[config.mk]
export PLATFORM = sky130hd
export DESIGN_NAME = exclusive_access_monitor
export DESIGN_NICKNAME = d
export VERILOG_FILES = /design/src/design/eam_pkg.sv /design/src/design/eam_cell.sv /design/src/design/exclusive_access_monitor.sv
export SDC_FILE = /design/constraint.sdc
export NUM_CORES = 1
export LEC_CHECK = 0
export ABC_AREA = 1
export BUFFER_PORTS_ARGS = -buffer_cell sky130_fd_sc_hd__buf_4
export CORE_MARGIN = 1.5
export CORE_UTILIZATION = 45
export CTS_BUF_LIST = sky130_fd_sc_hd__clkbuf_8 sky130_fd_sc_hd__clkbuf_16
export DETAILED_ROUTE_END_ITERATION = 10
export GPL_TIMING_DRIVEN = 0
export HOLD_SLACK_MARGIN = 0.06
export SYNTH_ARGS = -nofsm -noshare
export SYNTH_HDL_FRONTEND = slang
export SYNTH_SLANG_ARGS = --single-unit
[constraint.sdc]
create_clock -name clk -period 5.6 [get_ports clk]
set_input_delay 1.12 -clock clk [delete_from_list [all_inputs] [get_ports clk]]
set_output_delay 1.12 -clock clk [all_outputs]
set_load 0.005 [all_outputs]
[src/design/eam_pkg.sv]
// ----------------------------------------------------------------------------
// Exclusive access monitor package
// Shared sizes, request codes and the types passed between the top level and
// the table cells.
// ----------------------------------------------------------------------------
package eam_pkg;

  localparam int TABLE_ENTRIES = 16;
  localparam int CPU_COUNT     = 16;

  localparam int MODE_W = 2;
  localparam int CPU_W  = 4;
  localparam int ADDR_W = 32;
  localparam int WORD_W = ADDR_W - 2;
  localparam int OCC_W  = 5;

  localparam int IDX_W = (TABLE_ENTRIES > 1) ? $clog2(TABLE_ENTRIES) : 1;
  localparam int CNT_W = ($clog2(TABLE_ENTRIES + 1) > OCC_W) ?
                         $clog2(TABLE_ENTRIES + 1) : OCC_W;

  localparam int IN_BITS  = MODE_W + CPU_W + ADDR_W;
  localparam int IN_TDATA_W  = ((IN_BITS + 7) / 8) * 8;
  localparam int OUT_BITS = 3 + OCC_W;
  localparam int OUT_TDATA_W = ((OUT_BITS + 7) / 8) * 8;

  localparam logic [MODE_W-1:0] MODE_MARK  = 2'd0;
  localparam logic [MODE_W-1:0] MODE_TEST  = 2'd1;
  localparam logic [MODE_W-1:0] MODE_CLEAR = 2'd2;

  typedef struct packed {
    logic              do_append;
    logic              do_clear;
    logic [WORD_W-1:0] word;
    logic [CPU_W-1:0]  cpu;
    logic [CNT_W-1:0]  count;
  } cell_ctl_t;

  typedef struct packed {
    logic hit;
    logic own;
  } chain_t;

endpackage

[src/design/eam_cell.sv]
// ----------------------------------------------------------------------------
// Exclusive access monitor table cell
// Holds one entry, compares it with the request, passes hit status up the row,
// and takes its upper neighbor's entry when it or a lower entry is cleared.
// ----------------------------------------------------------------------------
module eam_cell
  import eam_pkg::*;
(
  input  logic              clk,
  input  logic [IDX_W-1:0]  index,
  input  cell_ctl_t         ctl,
  input  logic [WORD_W-1:0] next_word,
  input  logic [CPU_W-1:0]  next_owner,
  input  chain_t            chain_in,
  output chain_t            chain_out,
  output logic [WORD_W-1:0] word,
  output logic [CPU_W-1:0]  owner
);

  logic in_use;
  logic match;

  assign in_use = CNT_W'(index) < ctl.count;
  assign match  = in_use && (word == ctl.word);

  assign chain_out.hit = chain_in.hit | match;
  assign chain_out.own = chain_in.own | (match && (owner == ctl.cpu));

  always_ff @(posedge clk) begin
    if (ctl.do_append && (CNT_W'(index) == ctl.count)) begin
      word  <= ctl.word;
      owner <= ctl.cpu;
    end else if (ctl.do_clear && chain_out.hit) begin
      word  <= next_word;
      owner <= next_owner;
    end
  end

endmodule

[src/design/exclusive_access_monitor.sv]
// ----------------------------------------------------------------------------
// Exclusive access monitor
// Global monitor for exclusive loads and stores, built as a row of cells.
// ----------------------------------------------------------------------------
// Requests arrive on the s_ channel as beats of {address, cpu_id, mode}.
// Mode mark records the word address for the cpu unless it is already held,
// mode test reports fail unless the word is held by that cpu, and mode clear
// removes the entry, the cells above it moving down one place.
// Each request gives one result beat on the m_ channel with fail, not_found,
// full_res and the table occupancy after the request.
// A request is registered at acceptance and searched in all cells in the
// next cycle, and its result is registered in the output register and
// offered on the m_ channel. The monitor takes no new request while one is
// in the compare-and-update step of the cell row that follows the request
// register.
// A result waiting in the output register holds off the next request until
// it is taken, so a stalled receiver stalls the request channel.
// Reset empties the table and drops any pending result.
// ----------------------------------------------------------------------------
module exclusive_access_monitor
  import eam_pkg::*;
(
  input  logic                   clk,
  input  logic                   rst,
  input  logic                   s_tvalid,
  output logic                   s_tready,
  input  logic [IN_TDATA_W-1:0]  s_tdata,   // mode, cpu_id, address, zero pad
  output logic                   m_tvalid,
  input  logic                   m_tready,
  output logic [OUT_TDATA_W-1:0] m_tdata    // fail, not_found, full_res, occupancy
);

  logic              busy;
  logic [MODE_W-1:0] req_mode;
  logic [CPU_W-1:0]  req_cpu;
  logic [WORD_W-1:0] req_word;
  logic [CNT_W-1:0]  count;
  logic [CNT_W-1:0]  count_next;

  logic              res_fail;
  logic              res_not_found;
  logic              res_full;
  logic [OCC_W-1:0]  res_occ;

  cell_ctl_t         ctl;
  chain_t            chain [TABLE_ENTRIES+1];
  logic [WORD_W-1:0] cell_word  [TABLE_ENTRIES];
  logic [CPU_W-1:0]  cell_owner [TABLE_ENTRIES];

  logic accept;
  logic is_mark;
  logic is_test;
  logic is_clear;
  logic hit;
  logic is_full;

  assign s_tready = !busy && (!m_tvalid || m_tready);
  assign accept   = s_tvalid && s_tready;

  assign is_mark  = busy && (req_mode == MODE_MARK);
  assign is_test  = busy && (req_mode == MODE_TEST);
  assign is_clear = busy && (req_mode == MODE_CLEAR);
  assign hit      = chain[TABLE_ENTRIES].hit;
  assign is_full  = count == CNT_W'(TABLE_ENTRIES);

  always_comb begin
    ctl.do_append = is_mark && !hit && !is_full;
    ctl.do_clear  = is_clear && hit;
    ctl.word      = req_word;
    ctl.cpu       = req_cpu;
    ctl.count     = count;
  end

  always_comb begin
    count_next = count;
    if (ctl.do_append) begin
      count_next = count + CNT_W'(1);
    end else if (ctl.do_clear) begin
      count_next = count - CNT_W'(1);
    end
  end

  assign chain[0] = '0;

  for (genvar k = 0; k < TABLE_ENTRIES; k++) begin : g_cell
    logic [WORD_W-1:0] nb_word;
    logic [CPU_W-1:0]  nb_owner;

    if (k + 1 < TABLE_ENTRIES) begin : g_nb
      assign nb_word  = cell_word[k+1];
      assign nb_owner = cell_owner[k+1];
    end else begin : g_top
      assign nb_word  = cell_word[k];
      assign nb_owner = cell_owner[k];
    end

    eam_cell u_cell (
      .clk        (clk),
      .index      (IDX_W'(k)),
      .ctl        (ctl),
      .next_word  (nb_word),
      .next_owner (nb_owner),
      .chain_in   (chain[k]),
      .chain_out  (chain[k+1]),
      .word       (cell_word[k]),
      .owner      (cell_owner[k])
    );
  end

  always_ff @(posedge clk) begin
    if (rst) begin
      busy     <= 1'b0;
      count    <= '0;
      m_tvalid <= 1'b0;
    end else begin
      busy  <= accept;
      count <= count_next;
      if (busy) begin
        m_tvalid <= 1'b1;
      end else if (m_tready) begin
        m_tvalid <= 1'b0;
      end
    end
  end

  always_ff @(posedge clk) begin
    if (accept) begin
      req_mode <= s_tdata[MODE_W-1:0];
      req_cpu  <= s_tdata[MODE_W +: CPU_W];
      req_word <= s_tdata[MODE_W + CPU_W + 2 +: WORD_W];
    end
    if (busy) begin
      res_fail      <= is_test && !chain[TABLE_ENTRIES].own;
      res_not_found <= is_clear && !hit;
      res_full      <= is_mark && !hit && is_full;
      res_occ       <= count_next[OCC_W-1:0];
    end
  end

  always_comb begin
    m_tdata = '0;
    m_tdata[OUT_BITS-1:0] = {res_occ, res_full, res_not_found, res_fail};
  end

endmodule

Word-level counts from Yosys, hierarchy flattened
Cells that the tools add are included.
{"block": "totals", "register_bits": 595, "output_inout_bits": 10}
{"block": "op_classes", "mux": 64, "n_bitwise": 30, "order_cmp": 16, "reduce_logical": 98, "addsub": 2, "eq_ne": 50}
{"cell": "$mux 30", "count": 30}
{"cell": "$eq 30x30->1", "count": 16}
{"cell": "$mux 4", "count": 30}
{"cell": "$logic_and 1x1->1", "count": 74}
{"cell": "$eq 4x4->1", "count": 16}
{"cell": "$eq 4x5->1 const A", "count": 8}
{"cell": "$lt 4x5->1 const A", "count": 8}
{"cell": "$reduce_bool 2->1", "count": 16}
{"cell": "$or 1x1->1", "count": 30}
{"cell": "$eq 3x5->1 const A", "count": 4}
{"cell": "$lt 3x5->1 const A", "count": 4}
{"cell": "$eq 2x5->1 const A", "count": 2}
{"cell": "$lt 1x5->1 const A", "count": 2}
{"cell": "$lt 2x5->1 const A", "count": 2}
{"cell": "$mux 5", "count": 2}
{"cell": "$add 5x1->5 const B", "count": 1}
{"cell": "$eq 1x5->1 const A", "count": 1}
{"cell": "$eq 5x5->1 const B", "count": 1}
{"cell": "$logic_not 1->1", "count": 5}
{"cell": "$logic_not 5->1", "count": 1}
{"cell": "$sub 5x1->5 const B", "count": 1}
{"cell": "$eq 2x1->1 const B", "count": 1}
{"cell": "$eq 2x2->1 const B", "count": 1}
{"cell": "$logic_not 2->1", "count": 1}
{"cell": "2 further kinds", "count": 3}

Depth between registers and ports, before layout
{"block": "logic_depth", "depth_word": 22, "ltp_mapped": 24, "depth_no_buf": 22}

By module
Synthesis repeated with hierarchy kept, for this count alone.
{"block": "hier_totals", "hier_cells": 4448, "hier_area_um2": 36988.0}
{"mod": "eam_cell", "n_inst": 16, "seq_area_each_um2": 1021.0, "cells_per_inst": 270, "area_each_um2": 2195.9}
{"mod": "exclusive_access_monitor", "n_inst": 1, "seq_area_each_um2": 1461.4, "cells_per_inst": 128, "area_each_um2": 1854.3}

Worst setup path before layout
No wires, ideal clock.
{"block": "synth_timing", "kind": "flip-flop to flip-flop", "start": "register req_word[28]", "end": "register g_cell[0].u_cell.owner[0], enable pin", "path_buffers": 4, "t_arrival_ns": 4.723, "setup_time_ns": 0.472, "slack_ns": 0.405, "path_stages_with_launch": 13, "path_cell_list": "edfxtp_1 -> buf_2 -> buf_4 -> inv_1 -> buf_2 -> o22ai_1 -> or4_1 -> nor4_1 -> nand2_1 -> nand4_4 -> nand2_1 -> clkbuf_1 -> o21ai_0"}
{"block": "synth_via", "elab_chain_cells": 22}
{"element": "start: declaration", "line_no": "exclusive_access_monitor.sv:36", "text": "logic [WORD_W-1:0] req_word;"}
{"element": "start signal: assignment", "line_no": "exclusive_access_monitor.sv:130", "text": "req_word <= s_tdata[MODE_W + CPU_W + 2 +: WORD_W];"}
{"element": "$eq 30x30->1", "line_no": "eam_cell.sv:24", "text": "assign match = in_use && (word == ctl.word);"}
{"element": "$logic_and 1x1->1", "line_no": "eam_cell.sv:24"}
{"element": "$or 1x1->1 (15 in a row)", "line_no": "eam_cell.sv:26", "text": "assign chain_out.hit = chain_in.hit | match;"}
{"element": "$logic_not 1->1", "line_no": "exclusive_access_monitor.sv:67", "text": "ctl.do_append = is_mark && !hit && !is_full;"}
{"element": "$logic_and 1x1->1 (2 in a row)", "line_no": "exclusive_access_monitor.sv:67"}
{"element": "$logic_and 1x1->1", "line_no": "eam_cell.sv:30", "text": "if (ctl.do_append && (CNT_W'(index) == ctl.count)) begin"}
{"element": "$reduce_bool 2->1 (no source line) *"}
{"element": "end signal: assignment", "line_no": "eam_cell.sv:32", "text": "owner <= ctl.cpu;"}
{"element": "end signal: assignment", "line_no": "eam_cell.sv:35", "text": "owner <= next_owner;"}
{"element": "end: declaration", "line_no": "eam_cell.sv:17", "text": "output logic [CPU_W-1:0] owner"}
Mark *: on every way between the ends. The rest lies on a longest branch, timed or not.
A chain may end at the register's enable or synchronous reset.

Final worst setup path
{"block": "layout_timing", "start": "register req_word[9]", "end": "register g_cell[11].u_cell.word[18], enable pin"}
{"block": "layout_via", "elab_chain_cells": 22}
{"element": "$eq 30x30->1", "line_no": "eam_cell.sv:24"}
{"element": "$logic_and 1x1->1", "line_no": "eam_cell.sv:24"}
{"element": "$or 1x1->1 (15 in a row)", "line_no": "eam_cell.sv:26"}
{"element": "$logic_not 1->1", "line_no": "exclusive_access_monitor.sv:67"}
{"element": "$logic_and 1x1->1 (2 in a row)", "line_no": "exclusive_access_monitor.sv:67"}
{"element": "$logic_and 1x1->1", "line_no": "eam_cell.sv:30"}
{"element": "$reduce_bool 2->1 (no source line) *"}
{"element": "end signal: assignment", "line_no": "eam_cell.sv:31", "text": "word <= ctl.word;"}
{"element": "end signal: assignment", "line_no": "eam_cell.sv:34", "text": "word <= next_word;"}
{"element": "end: declaration", "line_no": "eam_cell.sv:16", "text": "output logic [WORD_W-1:0] word,"}
Marked as above.

==> run_results.csv <==
group,metric,value,unit
placed_design,io_buffers,49,
clock_network,clkSinkCount,595,
setup_path,path_delay_family,"buffers and inverters",
synth,yosysWarnings,0,
die,die_h,266,um
setup_path,critPathCaptureType,"register",
die,start_util,0.454,
synth,ys_seq_elements,595,
clock_network,htreeDepth,3,
placed_design,gp_congestion,1.05,
pwr,ir_worst_vdd,0.000194,V
timing,hold_ws,444,ps
setup_path,path_common_cell,"inv_1",
clock_network,clkLatencyLatePin,620,ps
setup_path,start_kind,"register",
synth,synthArstFlopShare,0,
synth,synth_ff_type,"edfxtp_1",
finish,syn2layout_area_growth,12.6,%
routing,vias,24700,
clock_network,cts_tree,"yes",
timing,tightest_slew,1220,ps
die,core_area,68500,um2
pwr,p_per_area,284,nW/um2
pwr,p_leak,12.9,nW
clock_network,clk_pin_slew,60,ps
synth,ys_top_cells_by_area,"edfxtp_1, nand2_1, xnor2_1",
setup_path,arrival,5940,ps
synth,synth_xor_area_frac,0.108,
synth,syn_inst,3067,
synth,synth_top_family_by_area,"simple AND/OR/NAND/NOR gates",
clock_network,cts_root_buf,"clkbuf_16",
synth,synth_top_area_cell,"edfxtp_1",
routing,drt_iter0_markers,3044,
timing,post-route-period-util,1.02,
synth,synthMostInstantiatedCell,"nand2_1",
setup_path,critPathMaxFanout,34,
routing,drc_errors,0,
placed_design,hpwl,101000,um
flow_run,drv_cap,0,
routing,drt.antenna.violating_nets,0,
clock_network,numCtsBuffers,70,
timing,hold_viol_final,0,
timing,skew,25.9,ps
die,dieArea,70600,um2
global_route,grt_pass1_vias,24100,
setup_path,cpPeakStageDelay,760,ps
synth,synth_nets,3116,
setup_path,critPathRequiredTime,5850,ps
synth,synth_simple_gate_area_share,0.151,
timing,finalMaxSlewViolations,0,
global_route,grt_pass1_wl,176000,um
global_route,grt_max_degree,35,
synth,syn_area_per_cell,10.1,um2
die,fp.dieW,266,um
synth,syn_area,31100,um2
global_route,grt_overflow,0,
routing,dr.pass1.iters,6,
synth,synth_mux_area_frac,0,
timing,slew_headroom,0.178,
finish,drive_gt1_frac,0.0968,
synth,synth_compound_area_frac,0.114,
synth,synth.top_cell.area_share,0.568,
setup_path,path_buf_inv,4,
setup_path,critPathKind,"register to register",
finish,nets,3244,
finish,post-route-util,0.511,
timing,worst_slack,-95.6,ps
run_status,status,"finished, violations left",
global_route,antenna_found_initial,4,
global_route,grt_usage,0.359,
synth,ys_seq_area_frac,0.573,
routing,routed_wl,127000,um
synth,synth_fa_ha_area_frac,0.00201,
clock_network,cts.path.max_buffers,3,
timing,finalSetupViolCount,135,
synth,synth_edf_count,588,
worst_hold_path,holdCritPathClass,"register to register",
timing,max_freq,176,MHz
timing,min_period,5700,ps
synth,synth_common_cells,"nand2_1, edfxtp_1, o21ai_0",
setup_path,cp_slowest_cell,"clkbuf_1",
run_status,violations,"negative setup slack",
routing,wl_per_cell,30.7,um
die,row_count,96,
die,pin_count,54,
synth,synth_cell_types,50,
routing,avgViaCountPerCell,5.99,
setup_path,crit_chain,"buf_2, inv_1, clkbuf_1, o21ai_0, a2111oi_1, nand4_1, nand4_4, nand2_2, inv_1, nand2_1, nand2_4",
cells by family (layout without fill, tap and decap cells):
family	after synthesis	in the layout
buf+inv	346	524
other cells	0	4
xor+xnor	382	382
flops	595	595
simple gates	1076	1076
compound gates	663	663
fa+ha+maj	5	5
worst paths after layout:
check,slack (ps),from,to,cells past startpoint
worst max-delay path,-100,req_word[9],g_cell[11].u_cell.word[18],11
worst max register to register,-100,req_word[9],g_cell[11].u_cell.word[18],11
worst min-delay path,440,req_word[14],g_cell[15].u_cell.word[14],0
worst min register to register,440,req_word[14],g_cell[15].u_cell.word[14],0
state kept, by name (all words and copies together), names as in the netlist:
name                 flops
res_full                 1
res_fail                 1
req_cpu                  4
g_cell.u_cell.word     480
res_not_found            1
req_word                30
res_occ                  5
req_mode                 2
m_tvalid                 1
busy                     1
count                    5
g_cell.u_cell.owner     64
area by class of cell:
cell class	count	area, um2
antenna	4	10.0
buffer	228	1180
clock buffer	74	1820
clock inverter	48	272
fill	6258	33500
inverter	115	437
multi-input combinational	2126	11800
sequential	595	17800
tap	882	1100
timing repair buffer	59	568
layer usage:
layer / track usage / part of all wire / vias up / wire length, um
li1: - / - / 10900 / -
met1: 0.455 / 0.39 / 12100 / 48800
met2: 0.575 / 0.46 / 1417 / 58400
met3: 0.0549 / 0.082 / 294 / 10400
met4: 0.231 / 0.071 / 2 / 9040
met5: 0 / 0.00010 / - / 13
what timing repair did:
item / CTS / global route
cloned: 0 / 0
hold buffers: 0 / 0
setup endpoints to repair: 286 / 286
resized for setup: 15 / 13
buffers inserted: 0 / 0
per-stage QoR:
stage	TNS [ps]	setup WS [ps]	cells	power, mW	cell area, um2
after floorplan	0	405	3067	5.36	31100
after global placement	-909690	-3790	3998	5.70	32500
after detailed placement	-196280	-1060	4008	5.71	32800
after CTS	0	29.6	4129	9.93	35000
after global routing	-50.0	-6.12	4127	10.1	35000
final	-4850	-95.6	4131	9.95	35000
power breakdown:
| part | internal [mW] | switching, mW | total (mW) |
|---|---|---|---|
| Sequential | 4.86 | 0.0255 | 4.89 |
| Combinational | 0.205 | 0.546 | 0.751 |
| Clock | 2.39 | 1.93 | 4.32 |
| Total | 7.45 | 2.50 | 9.95 |
layout by cell type, fill, tap and decap left out, types with 7 or more instances in the layout:
cell,count
a211oi_1,9
a21oi_1,14
a221oi_1,12
a22o_1,9
buf_12,11
buf_2,41
buf_4,77
buf_6,20
clkbuf_1,132
clkbuf_16,71
clkinv_1,17
clkinv_2,15
dfxtp_1,7
edfxtp_1,588
inv_1,119
nand2_1,791
nand2_4,7
nand3_1,29
nand4_1,58
nand4_2,8
nand4_4,7
nor2_1,89
nor3_1,17
nor4_1,36
o2111ai_1,11
o21ai_0,438
o21ai_1,113
o21ai_4,7
o22ai_1,37
xnor2_1,301
xor2_1,81
No activity file was read; power rests on OpenSTA's default activity.
